`src/rtl/xild_pkg.sv`:
```
// ----------------------------------------------------------------------------
// xild_pkg
// Constants, phase codes and opcode tables of the x86 length decoder.
// ----------------------------------------------------------------------------
package xild_pkg;

   localparam int MaxInsnBytesDefault = 32;
   localparam int PositionBitsDefault = 32;

   // Decode phases.
   typedef enum logic [3:0] {
      PH_PREFIX, PH_OPCODE, PH_VEXHDR, PH_VEXOP, PH_ESC0F, PH_OP3, PH_MODRM, PH_SIB, PH_TRAIL
   } phase_type;

   // Result status codes.
   localparam logic [1:0] ST_OK        = 2'd0;
   localparam logic [1:0] ST_TRUNCATED = 2'd1;
   localparam logic [1:0] ST_TOO_LONG  = 2'd2;

   // Zero count kinds.
   localparam logic [1:0] KIND_NONE  = 2'd0;
   localparam logic [1:0] KIND_LZCNT = 2'd1;
   localparam logic [1:0] KIND_TZCNT = 2'd2;

   // Immediate size codes.
   localparam logic [2:0] IMM_NONE = 3'd0;
   localparam logic [2:0] IMM_8    = 3'd1;
   localparam logic [2:0] IMM_16   = 3'd2;
   localparam logic [2:0] IMM_Z    = 3'd3;
   localparam logic [2:0] IMM_V    = 3'd4;
   localparam logic [2:0] IMM_MOFF = 3'd5;
   localparam logic [2:0] IMM_ENT  = 3'd6;
   localparam logic [2:0] IMM_GRP3 = 3'd7;

   // Byte values with a meaning of their own.
   localparam logic [7:0] OP_OPSIZE = 8'h66;
   localparam logic [7:0] OP_REP    = 8'hF3;
   localparam logic [7:0] OP_ESC    = 8'h0F;
   localparam logic [7:0] OP_VEX2   = 8'hC5;
   localparam logic [7:0] OP_VEX3   = 8'hC4;
   localparam logic [7:0] OP_EVEX   = 8'h62;
   localparam logic [7:0] OP_MAP38  = 8'h38;
   localparam logic [7:0] OP_MAP3A  = 8'h3A;
   localparam logic [7:0] OP_LZCNT  = 8'hBD;
   localparam logic [7:0] OP_TZCNT  = 8'hBC;
   localparam logic [7:0] OP_VZERO  = 8'h77;

   function automatic logic is_legacy_prefix(input logic [7:0] b);
      return (b inside {8'h66, 8'h67, 8'hF0, 8'hF2, 8'hF3, 8'h2E, 8'h36, 8'h3E, 8'h26,
                        8'h64, 8'h65});
   endfunction

   function automatic logic has_modrm_one(input logic [7:0] op);
      if (op < 8'h40) return (op[2] == 1'b0);
      if (op inside {8'h63, 8'h69, 8'h6B}) return 1'b1;
      if (op inside {[8'h80:8'h8F]}) return (op != 8'h82);
      if (op inside {8'hC0, 8'hC1, 8'hC6, 8'hC7, [8'hD0:8'hD3], [8'hD8:8'hDF]}) return 1'b1;
      return (op inside {8'hF6, 8'hF7, 8'hFE, 8'hFF});
   endfunction

   function automatic logic [2:0] imm_code_one(input logic [7:0] op);
      if (op < 8'h40 && op[2:0] == 3'd4) return IMM_8;
      if (op < 8'h40 && op[2:0] == 3'd5) return IMM_Z;
      if (op inside {8'h68, 8'h69, 8'h81, 8'hA9, 8'hC7, 8'hE8, 8'hE9}) return IMM_Z;
      if (op inside {8'h6A, 8'h6B, 8'h80, 8'h83, 8'hA8, [8'h70:8'h7F]}) return IMM_8;
      if (op inside {[8'hA0:8'hA3]}) return IMM_MOFF;
      if (op inside {[8'hB0:8'hB7]}) return IMM_8;
      if (op inside {[8'hB8:8'hBF]}) return IMM_V;
      if (op inside {8'hC0, 8'hC1, 8'hC6, 8'hCD, 8'hEB, [8'hE0:8'hE7]}) return IMM_8;
      if (op inside {8'hC2, 8'hCA}) return IMM_16;
      if (op == 8'hC8) return IMM_ENT;
      return IMM_NONE;
   endfunction

   function automatic logic has_modrm_0f(input logic [7:0] op);
      if (op inside {[8'h05:8'h09], 8'h0B, 8'h0E, [8'h30:8'h35], 8'h37, 8'h77}) return 1'b0;
      if (op inside {[8'h80:8'h8F], 8'hA0, 8'hA1, 8'hA2, 8'hA8, 8'hA9, 8'hAA}) return 1'b0;
      if (op inside {[8'hC8:8'hCF]}) return 1'b0;
      return 1'b1;
   endfunction

   function automatic logic [2:0] imm_code_0f(input logic [7:0] op);
      if (op inside {[8'h70:8'h73], 8'hA4, 8'hAC, 8'hBA, 8'hC2, 8'hC4, 8'hC5, 8'hC6})
         return IMM_8;
      if (op inside {[8'h80:8'h8F]}) return IMM_Z;
      return IMM_NONE;
   endfunction

   // Immediate byte count for a size code under the held operand size flags.
   function automatic logic [3:0] imm_size(input logic [2:0] code, input logic osz,
                                           input logic rexw);
      case (code)
         IMM_8:    return 4'd1;
         IMM_16:   return 4'd2;
         IMM_Z:    return osz ? 4'd2 : 4'd4;
         IMM_V:    return rexw ? 4'd8 : (osz ? 4'd2 : 4'd4);
         IMM_MOFF: return 4'd8;
         IMM_ENT:  return 4'd3;
         default:  return 4'd0;
      endcase
   endfunction

endpackage

```
`src/rtl/x86_instruction_length_decoder_core.sv`:
```
// ----------------------------------------------------------------------------
// x86_instruction_length_decoder_core
// Finds x86-64 instruction boundaries in a byte stream, one byte per cycle when not stalled.
// ----------------------------------------------------------------------------
// Usage: code bytes enter on the req_ channel, one per transaction, with
// req_tlast set on the last byte of a region. For each instruction boundary,
// truncated instruction or over-long instruction, one transaction leaves on
// the rsp_ channel; bytes that do not end an instruction give nothing.
// A result is shown in rsp_ the cycle after the byte that ends the instruction
// is accepted. One byte per cycle is taken while no result is stalled; the
// decode state is updated combinationally from each accepted byte.
// Reset (synchronous, active high) restarts decoding in the prefix phase at
// region position zero and empties the result register.
// When the receiver stalls, the result register holds its transaction and
// req_tready is low while that result waits, so no byte is taken until the
// receiver accepts it; a result accepted in the same cycle frees the input.
// rsp_tdata: insn_start, insn_length, zero_count_kind, rep_prefix_offset;
// rsp_tuser: status.
// ----------------------------------------------------------------------------
module x86_instruction_length_decoder_core #(
   parameter int MAX_INSN_BYTES = xild_pkg::MaxInsnBytesDefault,
   parameter int POSITION_BITS  = xild_pkg::PositionBitsDefault
) (
   input  logic        clock,
   input  logic        reset,
   input  logic        req_tvalid,
   output logic        req_tready,
   input  logic [7:0]  req_tdata,   // code_byte
   input  logic        req_tlast,   // region_end
   output logic        rsp_tvalid,
   input  logic        rsp_tready,
   output logic [47:0] rsp_tdata,   // insn_start[31:0], insn_length[37:32],
                                    // zero_count_kind[39:38], rep_prefix_offset[44:40]
   output logic [1:0]  rsp_tuser    // status
);
   import xild_pkg::*;

   localparam int PW = POSITION_BITS;

   phase_type        phase_ff, phase_in;
   logic [5:0]       count_ff, count_in;
   logic             osz_ff, osz_in, rexw_ff, rexw_in, rep_ff, rep_in;
   logic [4:0]       reppos_ff, reppos_in;
   logic [7:0]       op_ff, op_in, modrm_ff, modrm_in;
   logic [1:0]       map_ff, map_in, kind_ff, kind_in;
   logic [3:0]       trail_ff, trail_in;
   logic [2:0]       pimm_ff, pimm_in;
   logic [PW-1:0]    pos_ff, pos_in;

   logic             rv_ff;
   logic [47:0]      rdata_ff, rdata_in;
   logic [1:0]       ruser_ff, ruser_in;

   logic             take, emit, done, clr;
   logic [7:0]       b;
   logic [6:0]       newcount;
   logic [PW-1:0]    start;
   logic [1:0]       st;
   logic [5:0]       elen;
   logic [4:0]       eoff;
   logic [1:0]       ekind;
   logic [3:0]       disp, n_after;
   logic [2:0]       code;

   // Emit only into a free or draining result register.
   assign req_tready = !rv_ff || rsp_tready;
   assign take       = req_tvalid && req_tready;
   assign b          = req_tdata;
   assign newcount   = {1'b0, count_ff} + 7'd1;
   assign start      = pos_ff - PW'(count_ff);

   // Per-byte decode step.
   always_comb begin
      phase_in = phase_ff; count_in = count_ff; osz_in = osz_ff; rexw_in = rexw_ff;
      rep_in = rep_ff; reppos_in = reppos_ff; op_in = op_ff; modrm_in = modrm_ff;
      map_in = map_ff; kind_in = kind_ff; trail_in = trail_ff; pimm_in = pimm_ff;
      done = 1'b0; n_after = 4'd0; disp = 4'd0; code = IMM_NONE;
      clr = 1'b0; emit = 1'b0; st = ST_OK; elen = 6'd0; eoff = 5'd0;
      if (newcount > 7'(MAX_INSN_BYTES)) begin
         emit = 1'b1; st = ST_TOO_LONG; clr = 1'b1;
      end else begin
         count_in = newcount[5:0];
         case (phase_ff)
            PH_PREFIX, PH_OPCODE: begin
               if (phase_ff == PH_PREFIX && is_legacy_prefix(b)) begin
                  if (b == OP_OPSIZE) osz_in = 1'b1;
                  if (b == OP_REP) begin
                     rep_in = 1'b1;
                     reppos_in = (newcount[5:0] - 6'd1 > 6'd31) ? 5'd31 :
                                 5'(newcount[5:0] - 6'd1);
                  end
               end else if (phase_ff == PH_PREFIX && b[7:4] == 4'h4) begin
                  rexw_in = b[3]; phase_in = PH_OPCODE;
               end else begin
                  op_in = b;
                  if (b == OP_VEX2) begin
                     map_in = 2'd1; trail_in = 4'd1; phase_in = PH_VEXHDR;
                  end else if (b == OP_VEX3) begin
                     map_in = 2'd0; trail_in = 4'd2; phase_in = PH_VEXHDR;
                  end else if (b == OP_EVEX) begin
                     map_in = 2'd0; trail_in = 4'd3; phase_in = PH_VEXHDR;
                  end else if (b == OP_ESC) begin
                     phase_in = PH_ESC0F;
                  end else if (has_modrm_one(b)) begin
                     pimm_in = (b == 8'hF6 || b == 8'hF7) ? IMM_GRP3 : imm_code_one(b);
                     phase_in = PH_MODRM;
                  end else begin
                     n_after = imm_size(imm_code_one(b), osz_ff, rexw_ff); done = 1'b1;
                  end
               end
            end
            PH_VEXHDR: begin
               if (op_ff == OP_VEX3 && trail_ff == 4'd2)
                  map_in = (b[4:0] <= 5'd3) ? b[1:0] : 2'd0;
               else if (op_ff == OP_EVEX && trail_ff == 4'd3)
                  map_in = b[1:0];
               trail_in = trail_ff - 4'd1;
               if (trail_in == 4'd0) phase_in = PH_VEXOP;
            end
            PH_VEXOP: begin
               code = (map_ff == 2'd3 || (map_ff == 2'd1 && imm_code_0f(b) == IMM_8)) ?
                      IMM_8 : IMM_NONE;
               op_in = b;
               if (op_ff != OP_EVEX && map_ff == 2'd1 && b == OP_VZERO) begin
                  n_after = {3'd0, code[0]}; done = 1'b1;
               end else begin
                  pimm_in = code; phase_in = PH_MODRM;
               end
            end
            PH_ESC0F: begin
               op_in = b;
               if (b == OP_MAP38) begin
                  pimm_in = IMM_NONE; phase_in = PH_OP3;
               end else if (b == OP_MAP3A) begin
                  pimm_in = IMM_8; phase_in = PH_OP3;
               end else if (b == OP_ESC) begin
                  pimm_in = IMM_8; phase_in = PH_MODRM;
               end else begin
                  if (rep_ff && b == OP_LZCNT) kind_in = KIND_LZCNT;
                  if (rep_ff && b == OP_TZCNT) kind_in = KIND_TZCNT;
                  if (has_modrm_0f(b)) begin
                     pimm_in = imm_code_0f(b); phase_in = PH_MODRM;
                  end else begin
                     n_after = imm_size(imm_code_0f(b), osz_ff, rexw_ff); done = 1'b1;
                  end
               end
            end
            PH_OP3: phase_in = PH_MODRM;
            PH_MODRM: begin
               modrm_in = b;
               code = pimm_ff;
               if (code == IMM_GRP3) begin
                  code = (b[5:4] == 2'b00) ? ((op_ff == 8'hF7) ? IMM_Z : IMM_8) : IMM_NONE;
                  pimm_in = code;
               end
               if (b[7:6] == 2'd3) begin
                  n_after = imm_size(code, osz_ff, rexw_ff); done = 1'b1;
               end else if (b[2:0] == 3'd4) begin
                  phase_in = PH_SIB;
               end else begin
                  disp = ((b[7:6] == 2'd0 && b[2:0] == 3'd5) || b[7:6] == 2'd2) ? 4'd4 :
                         (b[7:6] == 2'd1 ? 4'd1 : 4'd0);
                  n_after = disp + imm_size(code, osz_ff, rexw_ff); done = 1'b1;
               end
            end
            PH_SIB: begin
               disp = ((modrm_ff[7:6] == 2'd0 && b[2:0] == 3'd5) || modrm_ff[7:6] == 2'd2) ?
                      4'd4 : (modrm_ff[7:6] == 2'd1 ? 4'd1 : 4'd0);
               n_after = disp + imm_size(pimm_ff, osz_ff, rexw_ff); done = 1'b1;
            end
            PH_TRAIL: begin
               trail_in = trail_ff - 4'd1;
               if (trail_in == 4'd0) begin
                  emit = 1'b1; elen = newcount[5:0];
                  eoff = (kind_ff != KIND_NONE) ? reppos_ff : 5'd0; clr = 1'b1;
               end
            end
            default: clr = 1'b1;
         endcase
         // Finish now or walk the trailing bytes.
         if (done) begin
            if (n_after == 4'd0) begin
               emit = 1'b1; elen = newcount[5:0];
               eoff = (kind_in != KIND_NONE) ? reppos_in : 5'd0; clr = 1'b1;
            end else begin
               trail_in = n_after; phase_in = PH_TRAIL;
            end
         end
         if (!emit && req_tlast) begin
            emit = 1'b1; st = ST_TRUNCATED; clr = 1'b1;
         end
      end
      // The kind is taken before the instruction state is cleared.
      ekind = (emit && st == ST_OK) ? kind_in : KIND_NONE;
      if (emit && st != ST_OK) begin
         elen = 6'd0; eoff = 5'd0;
      end
      if (clr || req_tlast) begin
         phase_in = PH_PREFIX; count_in = 6'd0; osz_in = 1'b0; rexw_in = 1'b0;
         rep_in = 1'b0; reppos_in = 5'd0; op_in = 8'd0; modrm_in = 8'd0; map_in = 2'd0;
         trail_in = 4'd0; pimm_in = IMM_NONE; kind_in = KIND_NONE;
      end
      pos_in   = req_tlast ? '0 : pos_ff + PW'(1);
      rdata_in = {3'd0, eoff, ekind, elen, 32'(start)};
      ruser_in = st;
   end

   // Decode state and result register.
   always_ff @(posedge clock) begin
      if (reset) begin
         phase_ff <= PH_PREFIX; count_ff <= '0; osz_ff <= 1'b0; rexw_ff <= 1'b0;
         rep_ff <= 1'b0; reppos_ff <= '0; op_ff <= '0; modrm_ff <= '0; map_ff <= '0;
         kind_ff <= KIND_NONE; trail_ff <= '0; pimm_ff <= IMM_NONE; pos_ff <= '0;
         rv_ff <= 1'b0;
      end else begin
         if (take) begin
            phase_ff <= phase_in; count_ff <= count_in; osz_ff <= osz_in;
            rexw_ff <= rexw_in; rep_ff <= rep_in; reppos_ff <= reppos_in; op_ff <= op_in;
            modrm_ff <= modrm_in; map_ff <= map_in; kind_ff <= kind_in;
            trail_ff <= trail_in; pimm_ff <= pimm_in; pos_ff <= pos_in;
         end
         if (take && emit)    rv_ff <= 1'b1;
         else if (rsp_tready) rv_ff <= 1'b0;
      end
   end

   always_ff @(posedge clock) begin
      if (take && emit) begin
         rdata_ff <= rdata_in;
         ruser_ff <= ruser_in;
      end
   end

   assign rsp_tvalid = rv_ff;
   assign rsp_tdata  = rdata_ff;
   assign rsp_tuser  = ruser_ff;

endmodule

```
`config.mk`:
```
export PLATFORM = sky130hd
export DESIGN_NAME = x86_instruction_length_decoder_core
export DESIGN_NICKNAME = d
export VERILOG_FILES = /design/src/rtl/xild_pkg.sv /design/src/rtl/x86_instruction_length_decoder_core.sv
export SDC_FILE = /design/constraint.sdc
export NUM_CORES = 1
export LEC_CHECK = 0
export ABC_AREA = 1
export BUFFER_PORTS_ARGS = -buffer_cell sky130_fd_sc_hd__buf_2
export CAP_MARGIN = 20
export CORE_MARGIN = 2
export CORE_UTILIZATION = 67
export CTS_BUF_LIST = sky130_fd_sc_hd__clkbuf_4 sky130_fd_sc_hd__clkbuf_8
export DETAILED_ROUTE_END_ITERATION = 6
export PLACE_DENSITY = 0.85
export SLEW_MARGIN = 10
export SYNTH_ARGS = -nofsm -noshare
export SYNTH_HDL_FRONTEND = slang
export SYNTH_SLANG_ARGS = --single-unit
export TNS_END_PERCENT = 10
```
`constraint.sdc`:
```
create_clock -name clock -period 6.15 [get_ports clock]
set_input_delay 0.3075 -clock clock [delete_from_list [all_inputs] [get_ports clock]]
set_output_delay 0.3075 -clock clock [all_outputs]
set_load 0.1 [all_outputs]
```
==> impl_metrics.json, run 1 <==
{
  "outcome": "finished clean",
  "clk_latency_ps": 450,
  "cts_buffer_depth": 2,
  "maxSlewViolCount": 0,
  "path_max_fanout": 47,
  "ir_drop_uv": 261.1,
  "grt-ovfl-total": 0,
  "gp_congestion": 1.015,
  "n_antenna_cell": 0,
  "yosysUniqueCellTypes": 51,
  "portBuffers": 61,
  "instances_no_fill": 1318,
  "syn_area_per_cell_um2": 6.893,
  "max_stage_delay_ps": 500,
  "max_cap_violations": 0,
  "place_area_mm2": 0.007998,
  "wl_um": 21160,
  "ys_seq_elements": 119,
  "die_w_um": 110.6,
  "nets": 1198,
  "start_util": 0.6929,
  "grt_pass1_wl_um": 34420,
  "cp-start-kind": "flip-flop",
  "core_area_mm2": 0.01098,
  "ys_warn_count": 0,
  "crit_path_end_kind": "flip-flop",
  "critical_path.slowest_cell": "buf_4",
  "finClkSkew_ps": 18.11,
  "area_growth_pct": 9.898,
  "cp_cell_sequence": "nand3_1, o21ai_0, nand2_1, nand3_1, inv_1, ha_1, ha_1, nor2_1, nor2_1, a21oi_1, nand2_1, nor3_2, nand3_2, nand3_1, nand2_1, clkinv_1, buf_4",
  "grt_pass1_vias": 7197,
  "min_period_ps": 3535,
  "holdCritPathClass": "input port to flip-flop",
  "fp-row-count": 38,
  "grt_util_all_layers": 0.3438,
  "viasPerCell": 5.909,
  "hold_buffers": 0,
  "synth_edf_count": 47,
  "num_vias": 7788,
  "die_h_um": 110.6,
  "drcViolationCount": 0,
  "tns_ps": 0,
  "p_per_area_mw_per_mm2": 272.7,
  "antenna_left": 0,
  "async_flop_share": 0,
  "drive_gt1_frac": 0.1036,
  "worstSetupPathType": "flip-flop to flip-flop",
  "tightestPinTransition_ps": 792.0,
  "critical_path_required_ps": 6230,
  "hold_violations": 0,
  "synthFlopType": "dfxtp_1",
  "clkTransAtPathRegs_ps": 80,
  "max_freq_mhz": 282.9,
  "wl_per_cell_um": 16.06,
  "seq_area_frac_synth": 0.3749,
  "dp.cells": 1286,
  "crit_arrival_ps": 3620,
  "antenna_found_initial": 0,
  "fin_crit_sh": 0.5748,
  "cts_num_sinks": 119,
  "numCtsBuffers": 17,
  "grt_max_degree": 48,
  "drt_iter0_drc": 1112,
  "cts_setup_buffers": 0,
  "h-tree-depth": 4,
  "ctsResizeCount": 0,
  "cts_tree": "done",
  "syn-instance-count": 1104,
  "p_leak_nw": 3.609,
  "slew_headroom": 0.4671,
  "dr.pass1.iters": 6,
  "syn_area_mm2": 0.007610,
  "final-setup-viol-count": 0,
  "rsz0062_at_grt": "false",
  "place_hpwl_um": 15050,
  "die-area_mm2": 0.01223,
  "final_area_mm2": 0.008363,
  "io_pins": 65,
  "cts_root_buf": "clkbuf_8"
}
[stage by stage]
stage	total power, mW	hold WS (ps)	worst slack, ps	utilization
final	2.280	191.8	2615	0.7614
after global routing	2.372	199.1	2327	0.7614
after CTS	2.267	177.3	2654	0.7614
after detailed placement	1.614	457.5	2601	0.7282
after global placement	1.607	438.0	2705	0.7282
after floorplan	1.493	422.6	2383	-
[logic make-up after synthesis]
kind of cell | Yosys count | synth area share
DFF | 119 | 0.3749
other | 1 | 0.0004928
adders and majority gates | 20 | 0.03387
AOI/OAI and AO/OA | 179 | 0.1315
xor gates and xnor gates | 38 | 0.04374
and+or+nand+nor | 573 | 0.3254
buffers and inverters | 174 | 0.09010
[critical path, delay by kind of cell (launching register included)]
kind / cells / cell delay, ps
adder cells (fa/ha/maj): 2 / 460
flip-flops: 1 / 490
buffers and inverters: 3 / 630
AND/OR/NAND/NOR: 10 / 1170
AO/OA/AOI/OAI: 2 / 370
[sequential cells by signal, summed over array words and instances, names as in the netlist]
| signal | flops |
|---|---|
| pimm_ff | 3 |
| trail_ff | 4 |
| phase_ff | 4 |
| reppos_ff | 5 |
| osz_ff | 1 |
| rsp_tdata | 45 |
| kind_ff | 2 |
| op_ff | 8 |
| map_ff | 2 |
| rsp_tvalid | 1 |
| rsp_tuser | 2 |
| rexw_ff | 1 |
| rep_ff | 1 |
| pos_ff | 32 |
| count_ff | 6 |
| modrm_ff | 2 |
[cells in the mapped netlist (2+ instances only)]
library cell | number | area share
nand2_1 | 241 | 0.12
nor2_1 | 175 | 0.086
inv_1 | 143 | 0.071
nand3_1 | 88 | 0.058
a21oi_1 | 79 | 0.052
dfxtp_1 | 72 | 0.19
o21ai_0 | 60 | 0.039
edfxtp_1 | 47 | 0.19
xor2_1 | 32 | 0.037
nor3_1 | 24 | 0.016
ha_1 | 19 | 0.031
clkbuf_1 | 12 | 0.0059
nand4_1 | 12 | 0.0099
a22oi_1 | 8 | 0.0079
inv_2 | 7 | 0.0035
nor4_1 | 6 | 0.0049
xnor2_1 | 6 | 0.0069
a31oi_1 | 5 | 0.0041
buf_2 | 5 | 0.0033
buf_4 | 5 | 0.0049
nand3b_1 | 5 | 0.0049
nand2_2 | 4 | 0.0033
o211ai_1 | 4 | 0.0039
o21a_1 | 4 | 0.0039
a211oi_1 | 3 | 0.0030
nor2_4 | 3 | 0.0044
nor3_2 | 3 | 0.0039
nor3b_1 | 3 | 0.0030
o21ai_1 | 3 | 0.0020
o31ai_1 | 3 | 0.0030
nor2_2 | 2 | 0.0016
o2111ai_1 | 2 | 0.0023
[per-layer routing]
layer  track usage  vias up  wire, um
li1              -     3743         -
met1        0.4632     3540      8882
met2        0.5419      451      9737
met3       0.07739       54      2016
met4        0.1308        0       525
met5             0        -         0
[placed cells by master, fill, tap and decap left out, types with 4 or more instances in the layout]
cell / count
ha_1: 19
nand3_1: 88
a21oi_1: 79
inv_1: 142
xor2_1: 32
edfxtp_1: 47
nor2_1: 175
a22oi_1: 8
nand2_1: 241
nand2_2: 4
nand3b_1: 5
o211ai_1: 4
dfxtp_1: 72
nor3_1: 24
nand4_1: 12
buf_2: 61
o21ai_0: 60
a31oi_1: 5
nor4_1: 6
clkbuf_8: 19
xnor2_1: 6
o21a_1: 4
clkinv_2: 5
inv_2: 7
[final timing paths]
kind           startpoint             to  slack (ps)  cells past startpoint
max reg2reg    pimm_ff[0]  rsp_tdata[25]        2620                     17
max            pimm_ff[0]  rsp_tdata[25]        2620                     17
min          req_tdata[7]    modrm_ff[7]         190                      3
min reg2reg    kind_ff[1]     kind_ff[1]         470                      2
[power by group]
part / total, mW / internal, mW / switching, mW
registers: 0.914 / 0.888 / 0.0266
logic: 0.697 / 0.130 / 0.567
clock network: 0.669 / 0.348 / 0.321
total: 2.28 / 1.37 / 0.914
[final cells by class]
cell class	instances	area, um^2
Tap cell	140	175.2
Timing Repair Buffer	64	327.8
Multi-Input combinational cell	813	4079
Clock buffer	22	284.0
Fill cell	846	2620
Sequential cell	119	2853
Inverter	150	563.0
Clock inverter	10	81.33
Power figures use the tool's default switching activity.
==> run 2, diff against run 1 <==
CORE_UTILIZATION = 56   (was 67)
PLACE_DENSITY = 0.76   (was 0.85)
clock period = 2.95 ns   (was 6.15 ns; I/O delays follow)
==> run 2 against run 1 <==
Compared with the run above: the flow now finishes with violations (design-rule violations, negative setup slack); core utilization down 5.0 points; die area up 19%; non-clock buffer count up 79; sequential power up 110%; via count up 2.9%; routed wire length up 7.2%.
==> impl_metrics.json, run 2 (synthesis gave the netlist of run 1 again) <==
{
  "outcome": "complete, but fails checks",
  "violations": "design-rule violations, negative setup slack",
  "drcViolationCount": 2,
  "grt_util_all_layers": 0.2964,
  "final-setup-viol-count": 28,
  "fin_crit_sh": 1.008,
  "path_max_fanout": 6,
  "slew_headroom": 0.5547,
  "grt_pass1_vias": 7279,
  "final_common_cell": "nand2_1",
  "p_leak_nw": 4.055,
  "postLayoutSetupSlackWorst_ps": -23.58,
  "place_hpwl_um": 16110,
  "area_growth_pct": 23.79,
  "max_stage_delay_ps": 330,
  "die_w_um": 120.6,
  "h-tree-depth": 4,
  "crit_path_end_kind": "flip-flop",
  "grt-ovfl-total": 0,
  "io_pins": 65,
  "antenna_found_initial": 0,
  "layout_common_cells": "nand2_1 (227), nor2_1 (164), inv_1 (138)",
  "fp-row-count": 42,
  "switching_share": 0.3990,
  "maxSlewViolCount": 0,
  "clk_latency_ps": 450,
  "crit_top_cell": "nand2_2",
  "viasPerCell": 5.593,
  "cts_root_buf": "clkbuf_8",
  "fin_util": 0.7114,
  "combPwrFrac": 0.342,
  "n_antenna_cell": 0,
  "rsz0062_at_grt": "true",
  "place_ws_ps": -41.85,
  "seq_area_mm2": 0.002870,
  "nets": 1277,
  "cp_cell_sequence": "inv_2, nand2_2, nor2_2, nand2_2, nand2_2, nand3_4, nand3_2, inv_2, ha_4, ha_4, nor2_4, nor2_1, a21oi_1, nand2_1, nor3_2, nand3_2, nand3_2, nand2_2, clkinvlp_4, buf_12, clkbuf_16",
  "cts_tree": "done",
  "holdCritPathClass": "input port to flip-flop",
  "hold_violations": 0,
  "num_vias": 8015,
  "cts_num_sinks": 119,
  "grt_pass1_wl_um": 34310,
  "gp_congestion": 1.013,
  "p_per_area_mw_per_mm2": 536.2,
  "critical_path_required_ps": 3110,
  "critPathTopFamily": "simple AND/OR/NAND/NOR gates",
  "clkTransAtPathRegs_ps": 70,
  "cp_num_buf_inv": 5,
  "power.internal_mw": 3.036,
  "multi_input_area_mm2": 0.004338,
  "drt_iter0_drc": 873,
  "cts_buffer_depth": 2,
  "core_area_mm2": 0.01324,
  "worstSetupPathType": "flip-flop to flip-flop",
  "wl_um": 22680,
  "dr.pass1.iters": 7,
  "max_cap_violations": 0,
  "critical_path.slowest_cell": "dfxtp_2",
  "die_h_um": 120.6,
  "crit_arrival_ps": 3130,
  "fill_cells": 1124,
  "finClkSkew_ps": 18.31,
  "seq_power_share": 0.376,
  "wl_per_cell_um": 15.83,
  "portBuffers": 61,
  "largest_reg_flops": 45,
  "ir_drop_uv": 298.7,
  "power.switching_mw": 2.015,
  "drive_gt1_frac": 0.2124,
  "die-area_mm2": 0.01454,
  "min_period_ps": 2974,
  "grt_max_degree": 38,
  "p_clk_frac": 0.283,
  "numCtsBuffers": 17,
  "cp-start-kind": "flip-flop",
  "max_freq_mhz": 336.3,
  "tightestPinTransition_ps": 667.2,
  "antenna_left": 0,
  "start_util": 0.5746
}
## run 2: cell count changes in the layout (fill, tap and decap cells not counted), moves of 5 or more
| cell | change |
|---|---|
| nor2_1 | -11 |
| nor2_2 | +9 |
| ha_1 | -5 |
| nand2_1 | -14 |
| dfxtp_1 | -12 |
| a21oi_2 | +7 |
| a21oi_1 | -7 |
| dfxtp_2 | +11 |
| buf_6 | +6 |
| nand3_2 | +7 |
| buf_4 | +65 |
| nand3_1 | -8 |
| nand2_2 | +13 |
## run 2: worst paths after layout
path,end,start,depth (start not counted),slack [ps]
worst max-delay path,rsp_tdata[36],op_ff[3],21,-20
worst min-delay path,op_ff[7],req_tdata[7],3,40
worst max register to register,rsp_tdata[36],op_ff[3],21,-20
worst min register to register,pos_ff[30],pos_ff[30],1,450
## run 2: stage by stage
step | area [um^2] | setup TNS, ps | hold WS, ps | power [mW] | instances
after floorplan | 7661 | -1037 | 295.1 | 3.124 | 1106
after global placement | 8541 | 0 | 439.5 | 3.470 | 1380
after detailed placement | 8541 | -1364 | 446.3 | 3.478 | 1380
after CTS | 8970 | 0 | 26.67 | 4.892 | 1415
after global routing | 9420 | -10050 | 49.37 | 5.238 | 1433
final | 9420 | -347.7 | 38.04 | 5.051 | 1433
## run 2: what timing repair did
item                                   in CTS  in global routing
hold buffers                                1                  0
resized for setup                           8                 67
buffers inserted                            2                 12
pin swaps                                   6                 18
endpoints found under the hold margin       1                  0
setup endpoints to repair                  41                109
gates cloned                                0                  6
## run 2: per-layer routing
layer,routed length (um),part of all wire,global-route usage
met2,10570,0.47,0.4612
met3,1767,0.078,0.06415
met1,9658,0.43,0.3960
met4,688,0.030,0.1330
met5,0,0,0
## run 2: layout make-up
type | instances | area share
clock buffer | 21 | 0.02935
clock inverter | 11 | 0.01063
inverter | 150 | 0.06017
multi-input combinational | 813 | 0.4605
sequential | 119 | 0.3047
tap | 176 | 0.02338
timing repair buffer | 143 | 0.1113
## run 2: power groups by stage
stage | Combinational [mW] | Clock (mW) | Sequential (mW)
3_5_place_dp | 1.55 | 0 | 1.93
3_3_place_gp | 1.54 | 0 | 1.93
2_1_floorplan | 0.604 | 0 | 2.52
5_1_grt | 1.83 | 1.50 | 1.91
6_report | 1.73 | 1.43 | 1.90
4_1_cts | 1.56 | 1.43 | 1.89
## run 2: tightest hold or removal path, delay by kind of cell
family                 cells  cell delay [ps]
buffers and inverters      1              150
AO/OA/AOI/OAI              1               60
AND/OR/NAND/NOR            1               80
==> run 3, diff against run 2 <==
CORE_UTILIZATION = 34   (was 56)
PLACE_DENSITY = 0.49   (was 0.76)
==> run 3 against run 2 <==
Compared with the run above: the run now ends clean; largest power group unchanged; worst setup slack improved by 170 ps; highest routed layer unchanged; via count down 4.8%; critical path depth decreased by 3.
==> impl_metrics.json, run 3 (synthesis gave the netlist of run 1 again) <==
{
  "min_period_ps": 2804,
  "place_hpwl_um": 17540,
  "path_max_fanout": 3,
  "largest_reg_flops": 45,
  "die_w_um": 153.6,
  "gp_congestion": 0.9324,
  "max_freq_mhz": 356.7,
  "cts_buffer_depth": 2,
  "drcViolationCount": 0,
  "final-setup-viol-count": 0,
  "hold_buffers": 0,
  "rr_endpoint": "rsp_tdata[30]",
  "clk_latency_ps": 460,
  "ir_drop_uv": 303.5,
  "cts_root_buf": "clkbuf_8",
  "maxSlewViolCount": 0,
  "fin_crit_sh": 0.9504,
  "totalPowerFinal_mw": 5.221,
  "final_common_cell": "nand2_1",
  "crit_arrival_ps": 3020,
  "outcome": "finished clean",
  "cts_tree": "done",
  "dr_wl_met2_um": 10180,
  "grt-ovfl-total": 0,
  "wl_per_cell_um": 14.54,
  "viasPerCell": 4.918,
  "crit_path_end_kind": "flip-flop",
  "m1WireLength_um": 11110,
  "combPwrFrac": 0.327,
  "max_cap_violations": 0,
  "place_ws_ps": 8.989,
  "cp-start-kind": "flip-flop",
  "die-area_mm2": 0.02359,
  "grt_max_degree": 34,
  "reg2reg_depth": 18,
  "finClkSkew_ps": 16.08,
  "drive_gt1_frac": 0.2154,
  "start_util": 0.3476,
  "rsz0062_at_grt": "true",
  "postLayoutSetupSlackWorst_ps": 146.2,
  "hold_violations": 0,
  "worstSetupStartpoint": "pos_ff[0]",
  "portBuffers": 61,
  "drt_iter0_drc": 399,
  "wl_um": 22560,
  "holdCritPathClass": "input port to flip-flop",
  "die_h_um": 153.6,
  "n_antenna_cell": 0,
  "seq_power_share": 0.363,
  "r2r-start": "pos_ff[0]",
  "whs_endpoint": "rsp_tvalid",
  "tns_ps": 0,
  "dr.pass1.iters": 5,
  "min_path_cells": 4,
  "critical_path_required_ps": 3160,
  "worstSetupPathType": "flip-flop to flip-flop",
  "nets": 1292,
  "io_pins": 65,
  "switching_share": 0.3960,
  "power.internal_mw": 3.153,
  "h-tree-depth": 4,
  "cts_num_sinks": 119,
  "area_growth_pct": 26.77,
  "layout_common_cells": "nand2_1 (230), nor2_1 (167), inv_1 (138)",
  "p_clk_frac": 0.310,
  "highest_layer": "met4",
  "grt_pass1_vias": 7205,
  "power.switching_mw": 2.067,
  "numCtsBuffers": 17,
  "antenna_left": 0,
  "slew_headroom": 0.5348,
  "r2r_setup_slack_ps": 150,
  "hp-start": "rsp_tready",
  "core_area_mm2": 0.02189,
  "antenna_found_initial": 0,
  "grt_pass1_wl_um": 36850,
  "clkTransAtPathRegs_ps": 80,
  "num_vias": 7633,
  "grt_util_all_layers": 0.1934,
  "p_leak_nw": 4.140,
  "fp-row-count": 54,
  "wl_met3_um": 920,
  "tightestPinTransition_ps": 697.1,
  "p_per_area_mw_per_mm2": 541.2
}
## run 3: repair_timing
action                                  in CTS  in global routing
resized for setup                            2                 63
pin swaps                                    0                 21
endpoints found under the setup margin       1                109
buffers inserted                             0                  7
## run 3: per-layer routing
layer | vias up | track usage
li1 | 3926 | -
met1 | 3512 | 0.2691
met2 | 169 | 0.3054
met3 | 26 | 0.04030
met4 | 0 | 0.05155
met5 | - | 0
## run 3: stage by stage
| stage | hold slack, ps | utilization | cell area, um^2 | instances |
|---|---|---|---|---|
| after floorplan | 295.1 | - | 7661 | 1106 |
| after global placement | 440.5 | 0.4083 | 8939 | 1513 |
| after detailed placement | 446.4 | 0.4083 | 8939 | 1513 |
| after CTS | 3.791 | 0.4273 | 9354 | 1545 |
| after global routing | 24.30 | 0.4407 | 9647 | 1552 |
| final | 15.23 | 0.4407 | 9647 | 1552 |
## run 3: area by class of cell
class / count / area, um^2
Fill cell: 2340 / 12240
Multi-Input combinational cell: 813 / 4332
Sequential cell: 119 / 2861
Timing Repair Buffer: 158 / 1116
Inverter: 150 / 574.3
Tap cell: 280 / 350.3
Clock buffer: 18 / 241.5
Clock inverter: 14 / 171.4
## run 3: worst max-delay path by stage
stage                          to  cells after the start  slack, ps
floorplan            rsp_tdata[0]                     19        -20
global placement    rsp_tdata[31]                     15         50
detailed placement  rsp_tdata[31]                     15          9
CTS                 rsp_tdata[31]                     15        0.4
global route        rsp_tdata[30]                     18        -80
finish              rsp_tdata[30]                     18        150
## run 3: critical path, stage by stage (launching register included)
cell	delay, ps
dfxtp_1	330
inv_1	70
ha_2	180
fa_2	200
nand3b_1	130
nor2_1	60
nor2_2	130
nand2_2	90
inv_1	80
nand3_2	110
nor3_4	210
nand3_2	100
nor2_1	100
nand2_1	100
nor3_2	210
nand2_1	120
nor2_2	150
nand2_1	70
xor2_1	140
## run 3: power by group through the flow
stage               combinational [mW]  sequential (mW)  clock (mW)
floorplan                        0.604             2.52           0
global placement                  1.63             1.93           0
CTS                               1.64             1.89        1.66
finish                            1.71             1.89        1.62
global route                      1.83             1.91        1.74
detailed placement                1.64             1.93           0
